$ cat src/rtl/core/xas_pkg.sv
// Shared constants, types and functions of the XAS group decoder.
package xas_pkg;

  localparam int DATA_W        = 8;
  localparam int SAMPLE_W      = 24;
  localparam int COEF_W        = 8;
  localparam int PROD_W        = COEF_W + SAMPLE_W;
  localparam int ACC_W         = 36;
  localparam int FRACTION_BITS = 8;
  localparam int GROUP_BYTES   = 76;
  localparam int HEADER_BYTES  = 16;
  localparam int POS_W         = 7;
  localparam int BLK_W         = 2;
  localparam int IDX_W         = 5;
  localparam int SHIFT_MAX     = 12;
  localparam int SH_W          = 5;
  localparam int PRED_SHIFT    = 6;
  localparam int RES_BASE      = 12 + FRACTION_BITS;

  localparam logic signed [ACC_W-1:0] SAT_MAX = 36'sd8388607;
  localparam logic signed [ACC_W-1:0] SAT_MIN = -36'sd8388608;

  // Sequencer states
  typedef enum logic [2:0] {
    ST_IDLE,
    ST_HEAD,
    ST_MUL_A,
    ST_MUL_B,
    ST_EMIT
  } state_t;

  // Byte role within a 4-byte sub-block header
  typedef enum logic [1:0] {
    HDR_FILTER = 2'd0,
    HDR_SEED0  = 2'd1,
    HDR_SHIFT  = 2'd2,
    HDR_SEED1  = 2'd3
  } hdr_phase_t;

  // Sequencer commands to the datapath
  typedef struct packed {
    logic [BLK_W-1:0]  blk;
    logic [DATA_W-1:0] data;
    logic [3:0]        code;
    logic              hdr_filter_we;
    logic              hdr_shift_we;
    logic              seed_push;
    logic              dec_push;
    logic              mac_load;
    logic              mac_add;
    logic [IDX_W-1:0]  idx;
    logic              last;
  } ctrl_t;

  // First predictor tap, in 64ths
  function automatic logic signed [COEF_W-1:0] coef_first(input logic [1:0] f);
    logic signed [COEF_W-1:0] c;
    case (f)
      2'd0:    c = 8'sd0;
      2'd1:    c = 8'sd60;
      2'd2:    c = 8'sd115;
      default: c = 8'sd98;
    endcase
    return c;
  endfunction

  // Second predictor tap, in 64ths
  function automatic logic signed [COEF_W-1:0] coef_second(input logic [1:0] f);
    logic signed [COEF_W-1:0] c;
    case (f)
      2'd0:    c = 8'sd0;
      2'd1:    c = 8'sd0;
      2'd2:    c = -8'sd52;
      default: c = -8'sd55;
    endcase
    return c;
  endfunction

  // Clamp to signed 24 bits
  function automatic logic signed [SAMPLE_W-1:0] sat24(input logic signed [ACC_W-1:0] v);
    logic signed [ACC_W-1:0] t;
    if (v > SAT_MAX) t = SAT_MAX;
    else if (v < SAT_MIN) t = SAT_MIN;
    else t = v;
    return t[SAMPLE_W-1:0];
  endfunction

endpackage

$ cat src/rtl/core/xas_if.sv
// Request channel interfaces: encoded bytes in, decoded samples out.
interface xas_in_if;
  logic                           valid;
  logic                           ready;
  logic [xas_pkg::DATA_W-1:0]     data_byte;
  logic                           group_start;

  modport source (output valid, output data_byte, output group_start, input ready);
  modport sink   (input valid, input data_byte, input group_start, output ready);
endinterface

interface xas_out_if;
  logic                               valid;
  logic                               ready;
  logic [xas_pkg::BLK_W-1:0]          sub_block;
  logic [xas_pkg::IDX_W-1:0]          sample_index;
  logic signed [xas_pkg::SAMPLE_W-1:0] sample_value;
  logic                               group_last;

  modport source (output valid, output sub_block, output sample_index,
                  output sample_value, output group_last, input ready);
  modport sink   (input valid, input sub_block, input sample_index,
                  input sample_value, input group_last, output ready);
endinterface

$ cat src/rtl/core/xas_mac.sv
// Shared multiply-accumulate unit for the two predictor taps.
module xas_mac (
  input  logic                                clk,
  input  logic                                load,
  input  logic                                add,
  input  logic signed [xas_pkg::COEF_W-1:0]   coef,
  input  logic signed [xas_pkg::SAMPLE_W-1:0] sample,
  output logic signed [xas_pkg::ACC_W-1:0]    acc
);

  logic signed [xas_pkg::PROD_W-1:0] prod;
  logic signed [xas_pkg::ACC_W-1:0]  prod_ext;
  logic signed [xas_pkg::ACC_W-1:0]  acc_r;
  logic signed [xas_pkg::ACC_W-1:0]  acc_nxt;

  // 8 x 24 signed product, sign-extended to accumulator width
  assign prod     = xas_pkg::PROD_W'(coef) * xas_pkg::PROD_W'(sample);
  assign prod_ext = {{(xas_pkg::ACC_W-xas_pkg::PROD_W){prod[xas_pkg::PROD_W-1]}}, prod};

  always_comb begin
    acc_nxt = acc_r;
    if (load) acc_nxt = prod_ext;
    else if (add) acc_nxt = acc_r + prod_ext;
  end

  always_ff @(posedge clk) begin
    acc_r <= acc_nxt;
  end

  assign acc = acc_r;

endmodule

$ cat src/rtl/core/xas_hist.sv
// Per sub-block header state, sample history and result arithmetic.
module xas_hist (
  input  logic                                clk,
  input  logic                                rst_n,
  input  xas_pkg::ctrl_t                      ctl,
  input  logic signed [xas_pkg::ACC_W-1:0]    acc,
  output logic signed [xas_pkg::COEF_W-1:0]   mac_coef,
  output logic signed [xas_pkg::SAMPLE_W-1:0] mac_sample,
  output logic signed [xas_pkg::SAMPLE_W-1:0] value
);

  logic [1:0]                          filter_r [4];
  logic [3:0]                          shift_r  [4];
  logic signed [xas_pkg::SAMPLE_W-1:0] prev_r   [4];
  logic signed [xas_pkg::SAMPLE_W-1:0] older_r  [4];
  logic [3:0]                          pend_r;

  logic [1:0]                          cur_filter;
  logic [xas_pkg::SH_W-1:0]            res_shift;
  logic signed [xas_pkg::ACC_W-1:0]    code_ext;
  logic signed [xas_pkg::ACC_W-1:0]    resid;
  logic signed [xas_pkg::ACC_W-1:0]    pred;
  logic signed [15:0]                  seed16;
  logic signed [xas_pkg::ACC_W-1:0]    seed_full;
  logic [3:0]                          shift_clamped;
  logic                                push;

  assign cur_filter = filter_r[ctl.blk];

  // Operand select for the shared multiplier: first tap, then second tap
  assign mac_coef   = ctl.mac_add ? xas_pkg::coef_second(cur_filter)
                                  : xas_pkg::coef_first(cur_filter);
  assign mac_sample = ctl.mac_add ? older_r[ctl.blk] : prev_r[ctl.blk];

  // Residual: code scaled by 2^(12+frac-shift)
  assign res_shift = xas_pkg::SH_W'(xas_pkg::RES_BASE) - xas_pkg::SH_W'(shift_r[ctl.blk]);
  assign code_ext  = {{(xas_pkg::ACC_W-4){ctl.code[3]}}, ctl.code};
  assign resid     = code_ext <<< res_shift;
  // Floored prediction
  assign pred      = acc >>> xas_pkg::PRED_SHIFT;

  // Seed from header high byte and held low nibble
  assign seed16    = {ctl.data, pend_r, 4'b0000};
  assign seed_full = {{(xas_pkg::ACC_W-16){seed16[15]}}, seed16} <<< xas_pkg::FRACTION_BITS;

  assign value = ctl.seed_push ? xas_pkg::sat24(seed_full)
                               : xas_pkg::sat24(resid + pred);

  assign shift_clamped = (ctl.data[3:0] > 4'(xas_pkg::SHIFT_MAX)) ? 4'(xas_pkg::SHIFT_MAX)
                                                                   : ctl.data[3:0];
  assign push = ctl.seed_push | ctl.dec_push;

  // Header fields and history updates
  always_ff @(posedge clk) begin
    if (!rst_n) begin
      pend_r <= '0;
      for (int b = 0; b < 4; b++) begin
        filter_r[b] <= '0;
        shift_r[b]  <= '0;
        prev_r[b]   <= '0;
        older_r[b]  <= '0;
      end
    end else begin
      if (ctl.hdr_filter_we) begin
        filter_r[ctl.blk] <= ctl.data[1:0];
        pend_r            <= ctl.data[7:4];
      end
      if (ctl.hdr_shift_we) begin
        shift_r[ctl.blk] <= shift_clamped;
        pend_r           <= ctl.data[7:4];
      end
      if (push) begin
        older_r[ctl.blk] <= prev_r[ctl.blk];
        prev_r[ctl.blk]  <= value;
      end
    end
  end

endmodule

$ cat src/rtl/core/xas_ctrl.sv
// Sequencer: byte position tracking and step control of the shared unit.
module xas_ctrl (
  input  logic                        clk,
  input  logic                        rst_n,
  input  logic                        in_valid,
  input  logic [xas_pkg::DATA_W-1:0]  in_data_byte,
  input  logic                        in_group_start,
  input  logic                        out_free,
  output logic                        in_ready,
  output xas_pkg::ctrl_t              ctl
);

  xas_pkg::state_t              state_r, state_nxt;
  xas_pkg::hdr_phase_t          phase_r;
  logic [xas_pkg::POS_W-1:0]    posn_r;
  logic [xas_pkg::DATA_W-1:0]   byte_r;
  logic [xas_pkg::BLK_W-1:0]    blk_r;
  logic [xas_pkg::IDX_W-1:0]    idx_r;
  logic                         last_r;
  logic                         head_r;
  logic                         nib_r;

  logic                         accept;
  logic [xas_pkg::POS_W-1:0]    start_pos;
  logic [xas_pkg::POS_W-1:0]    data_off;
  logic                         is_head;

  assign accept    = in_valid && in_ready;
  assign start_pos = in_group_start ? '0 : posn_r;
  assign is_head   = start_pos < xas_pkg::POS_W'(xas_pkg::HEADER_BYTES);
  assign data_off  = start_pos - xas_pkg::POS_W'(xas_pkg::HEADER_BYTES);

  // Next state
  always_comb begin
    state_nxt = state_r;
    unique case (state_r)
      xas_pkg::ST_IDLE:
        if (accept) state_nxt = is_head ? xas_pkg::ST_HEAD : xas_pkg::ST_MUL_A;
      xas_pkg::ST_HEAD:
        if (phase_r == xas_pkg::HDR_FILTER || phase_r == xas_pkg::HDR_SHIFT || out_free)
          state_nxt = xas_pkg::ST_IDLE;
      xas_pkg::ST_MUL_A:
        state_nxt = xas_pkg::ST_MUL_B;
      xas_pkg::ST_MUL_B:
        state_nxt = xas_pkg::ST_EMIT;
      xas_pkg::ST_EMIT:
        if (out_free) state_nxt = nib_r ? xas_pkg::ST_IDLE : xas_pkg::ST_MUL_A;
      default:
        state_nxt = xas_pkg::ST_IDLE;
    endcase
  end

  // Outputs
  always_comb begin
    in_ready          = (state_r == xas_pkg::ST_IDLE);
    ctl.blk           = blk_r;
    ctl.data          = byte_r;
    ctl.code          = nib_r ? byte_r[3:0] : byte_r[7:4];
    ctl.hdr_filter_we = (state_r == xas_pkg::ST_HEAD) && (phase_r == xas_pkg::HDR_FILTER);
    ctl.hdr_shift_we  = (state_r == xas_pkg::ST_HEAD) && (phase_r == xas_pkg::HDR_SHIFT);
    ctl.seed_push     = (state_r == xas_pkg::ST_HEAD) && out_free &&
                        (phase_r == xas_pkg::HDR_SEED0 || phase_r == xas_pkg::HDR_SEED1);
    ctl.dec_push      = (state_r == xas_pkg::ST_EMIT) && out_free;
    ctl.mac_load      = (state_r == xas_pkg::ST_MUL_A);
    ctl.mac_add       = (state_r == xas_pkg::ST_MUL_B);
    ctl.idx           = idx_r | {{(xas_pkg::IDX_W-1){1'b0}}, nib_r};
    ctl.last          = last_r && nib_r && !head_r;
  end

  // State and item registers
  always_ff @(posedge clk) begin
    if (!rst_n) begin
      state_r <= xas_pkg::ST_IDLE;
      posn_r  <= '0;
      nib_r   <= 1'b0;
    end else begin
      state_r <= state_nxt;
      if (accept) begin
        posn_r <= (start_pos == xas_pkg::POS_W'(xas_pkg::GROUP_BYTES - 1)) ? '0
                                                                            : start_pos + 1'b1;
        nib_r  <= 1'b0;
      end else if (ctl.dec_push) begin
        nib_r  <= 1'b1;
      end
    end
  end

  // Item payload captured at accept
  always_ff @(posedge clk) begin
    if (accept) begin
      byte_r  <= in_data_byte;
      head_r  <= is_head;
      phase_r <= xas_pkg::hdr_phase_t'(start_pos[1:0]);
      last_r  <= (start_pos == xas_pkg::POS_W'(xas_pkg::GROUP_BYTES - 1));
      if (is_head) begin
        blk_r <= start_pos[3:2];
        idx_r <= {{(xas_pkg::IDX_W-1){1'b0}}, start_pos[1]};
      end else begin
        blk_r <= data_off[1:0];
        idx_r <= {data_off[5:2], 1'b0} + xas_pkg::IDX_W'(2);
      end
    end
  end

endmodule

$ cat src/rtl/core/xas_adpcm_group_decoder_top.sv
// Top level of the XAS ADPCM group decoder, one channel.
//
// Usage: feed the 76 bytes of an encoded channel group on in_ch, one byte
// per request; group_start = 1 forces the byte to position 0 of a new group,
// otherwise positions run 0..75 and wrap. Decoded samples leave on out_ch
// tagged with sub-block, sample index and a last flag on the group's final
// sample. Header filter/shift bytes give no sample, seed bytes give one,
// data bytes give two (high nibble first).
// Sequence: a header byte passes through HEAD back to IDLE; each nibble of
// a data byte takes two multiply-accumulate steps (MUL_A, MUL_B) on the
// single shared 8x24 multiplier, then the sum and saturation (EMIT).
// A sample is visible on out_ch the cycle after it is produced.
// Reset (rst_n low, synchronous) clears the byte position, the sub-block
// headers and the sample history, and empties the output register.
// Stall: a sample sits in the output register until taken; the sequencer
// waits before writing the next one, and in_ch.ready stays low until the
// current byte is fully delivered into that register.
module xas_adpcm_group_decoder_top (
  input  logic      clk,
  input  logic      rst_n,
  xas_in_if.sink    in_ch,
  xas_out_if.source out_ch
);

  xas_pkg::ctrl_t                      ctl;
  logic                                out_free;
  logic signed [xas_pkg::COEF_W-1:0]   mac_coef;
  logic signed [xas_pkg::SAMPLE_W-1:0] mac_sample;
  logic signed [xas_pkg::ACC_W-1:0]    acc;
  logic signed [xas_pkg::SAMPLE_W-1:0] value;
  logic                                push;

  logic                                out_vld_r;
  logic [xas_pkg::BLK_W-1:0]           out_blk_r;
  logic [xas_pkg::IDX_W-1:0]           out_idx_r;
  logic signed [xas_pkg::SAMPLE_W-1:0] out_val_r;
  logic                                out_last_r;

  assign out_free = !out_vld_r || out_ch.ready;
  assign push     = ctl.seed_push | ctl.dec_push;

  xas_ctrl u_ctrl (
    .clk            (clk),
    .rst_n          (rst_n),
    .in_valid       (in_ch.valid),
    .in_data_byte   (in_ch.data_byte),
    .in_group_start (in_ch.group_start),
    .out_free       (out_free),
    .in_ready       (in_ch.ready),
    .ctl            (ctl)
  );

  xas_hist u_hist (
    .clk        (clk),
    .rst_n      (rst_n),
    .ctl        (ctl),
    .acc        (acc),
    .mac_coef   (mac_coef),
    .mac_sample (mac_sample),
    .value      (value)
  );

  xas_mac u_mac (
    .clk    (clk),
    .load   (ctl.mac_load),
    .add    (ctl.mac_add),
    .coef   (mac_coef),
    .sample (mac_sample),
    .acc    (acc)
  );

  // Output register valid
  always_ff @(posedge clk) begin
    if (!rst_n) begin
      out_vld_r <= 1'b0;
    end else if (push) begin
      out_vld_r <= 1'b1;
    end else if (out_ch.ready) begin
      out_vld_r <= 1'b0;
    end
  end

  // Output register payload
  always_ff @(posedge clk) begin
    if (push) begin
      out_blk_r  <= ctl.blk;
      out_idx_r  <= ctl.idx;
      out_val_r  <= value;
      out_last_r <= ctl.last;
    end
  end

  assign out_ch.valid        = out_vld_r;
  assign out_ch.sub_block    = out_blk_r;
  assign out_ch.sample_index = out_idx_r;
  assign out_ch.sample_value = out_val_r;
  assign out_ch.group_last   = out_last_r;

endmodule

$ cat src/flat_wrapper.sv
// flat-port wrapper written by rule: the top's interface ports become plain ports
module xas_adpcm_group_decoder_top_flat 
  (clk, rst_n, in_ch_valid, in_ch_data_byte, in_ch_group_start, in_ch_ready, out_ch_valid, out_ch_sub_block, out_ch_sample_index, out_ch_sample_value, out_ch_group_last, out_ch_ready);
  xas_in_if in_ch_i ();
  xas_out_if out_ch_i ();
  input  logic clk;
  input  logic rst_n;
  input wire logic [$bits(in_ch_i.valid)-1:0] in_ch_valid;
  input wire logic [$bits(in_ch_i.data_byte)-1:0] in_ch_data_byte;
  input wire logic [$bits(in_ch_i.group_start)-1:0] in_ch_group_start;
  output wire logic [$bits(in_ch_i.ready)-1:0] in_ch_ready;
  output wire logic [$bits(out_ch_i.valid)-1:0] out_ch_valid;
  output wire logic [$bits(out_ch_i.sub_block)-1:0] out_ch_sub_block;
  output wire logic [$bits(out_ch_i.sample_index)-1:0] out_ch_sample_index;
  output wire logic [$bits(out_ch_i.sample_value)-1:0] out_ch_sample_value;
  output wire logic [$bits(out_ch_i.group_last)-1:0] out_ch_group_last;
  input wire logic [$bits(out_ch_i.ready)-1:0] out_ch_ready;
  assign in_ch_i.valid = in_ch_valid;
  assign in_ch_i.data_byte = in_ch_data_byte;
  assign in_ch_i.group_start = in_ch_group_start;
  assign in_ch_ready = in_ch_i.ready;
  assign out_ch_valid = out_ch_i.valid;
  assign out_ch_sub_block = out_ch_i.sub_block;
  assign out_ch_sample_index = out_ch_i.sample_index;
  assign out_ch_sample_value = out_ch_i.sample_value;
  assign out_ch_group_last = out_ch_i.group_last;
  assign out_ch_i.ready = out_ch_ready;
  xas_adpcm_group_decoder_top u_core (.clk(clk), .rst_n(rst_n), .in_ch(in_ch_i), .out_ch(out_ch_i));
endmodule
$ cat config.mk
export PLATFORM = sky130hd
export DESIGN_NAME = xas_adpcm_group_decoder_top_flat
export DESIGN_NICKNAME = d
export VERILOG_FILES = /design/src/rtl/core/xas_pkg.sv /design/src/rtl/core/xas_if.sv /design/src/rtl/core/xas_mac.sv /design/src/rtl/core/xas_hist.sv /design/src/rtl/core/xas_ctrl.sv /design/src/rtl/core/xas_adpcm_group_decoder_top.sv /design/src/flat_wrapper.sv
export SDC_FILE = /design/constraint.sdc
export NUM_CORES = 1
export LEC_CHECK = 0
export ABC_AREA = 1
export BUFFER_PORTS_ARGS = -buffer_cell sky130_fd_sc_hd__buf_2
export CORE_UTILIZATION = 45
export DETAILED_ROUTE_END_ITERATION = 10
export PLACE_DENSITY = 0.65
export SYNTH_ARGS = -nofsm -noshare
export SYNTH_HDL_FRONTEND = slang
export SYNTH_SLANG_ARGS = --single-unit
$ cat constraint.sdc
create_clock -name clk -period 12.2 [get_ports clk]
set_input_delay 0.61 -clock clk [delete_from_list [all_inputs] [get_ports clk]]
set_output_delay 0.61 -clock clk [all_outputs]
set_load 0.01 [all_outputs]
==> summary.md <==
| Metric | Value |
|---|---|
| Largest net degree at the start of global routing | `between 70 and 80` |
| Worst Clk Skew | `~0.031 ns` |
| FILL cells | `approximately 5700` |
| Detailed Route WL | `around 73000 um` |
| Worst R2R Start | `u_core.u_ctrl.state_r[2]$_SDFFE_PN0P_` |
| Critical path's largest stage delay | `between 1 and 1.5 ns` |
| Post-cts gate resize count | `0` |
| Int Power | `a little under 0.004 W` |
| Iteration-0 DRC Markers | `approximately 1900` |
| Critical path peak fanout | `38` |
| CTS Sinks | `321` |
| FF+latch count, synth | `about 320` |
| Row count | `approximately 90` |
| Max Cap Viol | `0` |
| Max Clk Rate | `roughly 0.096 GHz` |
| Share of cells above drive strength 1 | `6.96%` |
| Worst vdd ir | `0.201 mV` |
| Seq/Total Area, Yosys | `around 36%` |
| Worst setup EP type | `flop` |
| Cell Area, Synth | `around 0.026 mm^2` |
| Die Wd | `about 240 um` |
| Pwr Density | `283 mW/mm^2` |
| Die Footprint | `0.0593 mm^2` |
| Vias in the first global route | `21202` |
| Die height | `approximately 240 um` |
| WHS | `0.218 ns` |
| H-tree depth | `2` |
| Crit path time final | `just over 10 ns` |
| # hold bufs at CTS | `0` |
| Combinational share of power | `68.2%` |
| DR vias/cell | `5.30` |
| Clock power frac | `13.6%` |
| Global route total overflow | `0` |
| Hold Vio Cnt, Final | `0` |
| Slew @ Worst Pin | `approximately 1.2 ns` |
| Slew margin rel. | `20.1%` |
| Clk slew on worst S/H paths | `~0.060 ns` |
| Routed len/inst | `~18 um` |
| Cells after Synth | `3264` |
| Status | `completed` |
| Setup Buffers After CTS | `0` |
| Clk_lat worst skew | `roughly 0.57 ns` |
| Warnings, synthesis | `0` |
| Initial Utilization | `45.5%` |
| Final setup viols | `0` |
| LEAKAGE | `approximately 13 nW` |
| Worst hold path type | `in -> reg` |
| Core area | `approximately 0.058 mm^2` |
| Final TNS setup | `0 ns` |
| Nets | `between 3000 and 4000` |
| Critical Path Start | `u_core.u_ctrl.state_r[2]$_SDFFE_PN0P_` |
| Period utilization | `85.2%` |
| Ports | `47` |
| Req. time, crit path | `12.49 ns` |
| Detailed Place HPWL | `~54000 um` |
| IO buf count | `46` |
| GPL Wtd Cong | `about 0.93` |
| Clk root buf | `clkbuf_16` |
| First-pass GRT wire length | `116000 um` |
| Hold_sp | `in_ch_data_byte[0]` |
| Sequential group share of total power | `18.2%` |
| Max Root-Sink Buffers | `3` |
| Asr flop ratio synth | `0%` |
| RSZ-0062 raised after global routing | `no` |
| Antenna cells | `0` |
| Top FF cell, synth | `edfxtp_1` |
| Number of vias in the routed layout | `around 22000` |
| DRC Markers | `0` |
| Unique masters post-synth | `54` |
| Initial antenna violation count | `0` |
| Post-Syn Nets | `3575` |
| Total track usage | `25.0%` |
| CP Launch Type | `flop` |
| Net Sw Power | `~0.004 W` |
| CTS buffer count | `37` |
| Synthesis-to-finish area growth | `8.33%` |
| Syn_area_per_cell | `slightly above 8 um^2` |
| Net Sw Frac | `about half` |
| Max Transition Viols Final | `0` |
| Post-route ant nets | `0` |
| CP max-delay cell | `clkinv_1` |
| Worst Setup Path Type | `reg -> reg` |
| TritonCTS clock tree | `done` |
| Number of synthesized flops with an enable pin | `between 300 and 400` |
| First drt pass iteration count | `6` |
| CP arrival | `roughly 11 ns` |
[stage by stage]
stage / worst slack, ns / utilization, % / instance area [um^2] / total power, W / instances
2_1_floorplan: 3.43 / - / 26300 / 0.00551 / 3264
3_3_place_gp: 2.12 / 47.2 / 27300 / 0.00689 / 4004
3_5_place_dp: 1.97 / 47.2 / 27300 / 0.00691 / 4004
4_1_cts: 1.92 / 49.3 / 28400 / 0.00801 / 4070
5_1_grt: 0.860 / 49.3 / 28400 / 0.00884 / 4070
6_report: 1.81 / 49.3 / 28400 / 0.00805 / 4070
[final timing paths]
kind / endpoint / slack [ns] / cells after the start
worst min register to register: u_core.out_ch.sample_index[2]$_DFFE_PP_ / 0.42 / 0
worst min-delay path: u_core.u_ctrl.byte_r[0]$_DFFE_PP_ / 0.22 / 1
worst max-delay path: u_core.u_mac.acc[35]$_DFFE_PP_ / 1.81 / 36
worst max register to register: u_core.u_mac.acc[35]$_DFFE_PP_ / 1.81 / 36
[cells in the final DEF, fill, tap and decap left out, drive strengths merged, types with 2 or more instances in the layout]
cell       n
o21bai     6
o2111ai    3
buf       70
fa       154
o21a      22
xor2      52
and2       3
o22ai     10
nand3    122
o211ai    10
clkbuf    42
a32oi      6
edfxtp   303
bufinv     2
o221ai     2
nor2     514
a21oi    195
nand4     10
ha       144
nor4       5
xnor2     28
clkinv    24
or2       33
a32o      22
nand2    755
a221oi     2
dfxtp     18
o21ai    159
a211oi     4
nor3      22
a21o       4
inv      535
a31oi     14
a21boi     4
[critical path: cells and delay by family (launching register included)]
kind,cells,cell delay [ns]
fa+ha+maj,6,2.70
flops,1,0.42
xor+xnor,1,0.32
compound gates,10,2.25
buf+inv,8,2.23
simple gates,11,2.18
[cells in the mapped netlist (all sizes together), types with 14 or more instances]
cell type	count	area, um^2
ha	144	1800
inv	534	2000
fa	154	3080
xor2	52	474
xnor2	28	253
nand3	122	761
or2	33	206
dfxtp	18	360
a32o	22	220
nand2	755	2920
nor3	22	120
o21ai	159	796
buf	26	154
o21a	22	165
a31oi	14	87.6
edfxtp	303	9100
nor2	514	1950
a21oi	195	980
clkbuf	69	259
[power by group through the flow]
| stage | Clock (W) | Combinational [W] | Sequential [W] |
|---|---|---|---|
| 2_1_floorplan | 0 | 0.00403 | 0.00148 |
| 3_3_place_gp | 0 | 0.00541 | 0.00148 |
| 3_5_place_dp | 0 | 0.00542 | 0.00148 |
| 4_1_cts | 0.00111 | 0.00544 | 0.00146 |
| 5_1_grt | 0.00115 | 0.00623 | 0.00147 |
| 6_report | 0.00110 | 0.00549 | 0.00146 |
[registers in the layout (all words and copies together) (netlist names), 3 cells and up, named ones only]
signal                      cells
u_core.u_ctrl.idx_r             5
u_core.u_hist.prev_r           96
u_core.u_ctrl.byte_r            8
u_core.u_ctrl.state_r           3
u_core.u_hist.older_r          96
u_core.u_hist.filter_r          8
u_core.u_ctrl.posn_r            7
u_core.out_ch.sample_index      5
u_core.u_hist.shift_r          16
u_core.u_mac.acc               36
u_core.u_hist.pend_r            4
u_core.out_ch.sample_value     24
[logic make-up after synthesis]
family,Yosys count,share of synthesized area [%]
AND/OR/NAND/NOR,1466,23.2
buffers and inverters,633,9.26
multiplexers,1,0.0381
flip-flops,321,36.0
XOR/XNOR,80,2.77
adder cells (fa/ha/maj),298,18.6
AO/OA/AOI/OAI,465,10.1
[area by class of cell]
class | count | area [um^2] | area share, %
clock inverters | 24 | 221 | 0.779
clock buffers | 42 | 966 | 3.40
repair buffers | 70 | 410 | 1.44
multi-input cells | 2310 | 14400 | 50.6
flip-flops and latches | 321 | 9460 | 33.3
well taps | 765 | 957 | 3.37
inverters | 538 | 2020 | 7.10
[routing by layer]
metal  global-route usage, %  part of all wire [%]  vias to the layer above
met5                       0                     0                        -
met4                    8.35                   3.1                        0
met3                    2.67                   5.9                      117
met2                    41.1                    47                      665
met1                    34.4                    44                    10306
li1                        -                     -                    10488
(Power assumes the default switching activity.)
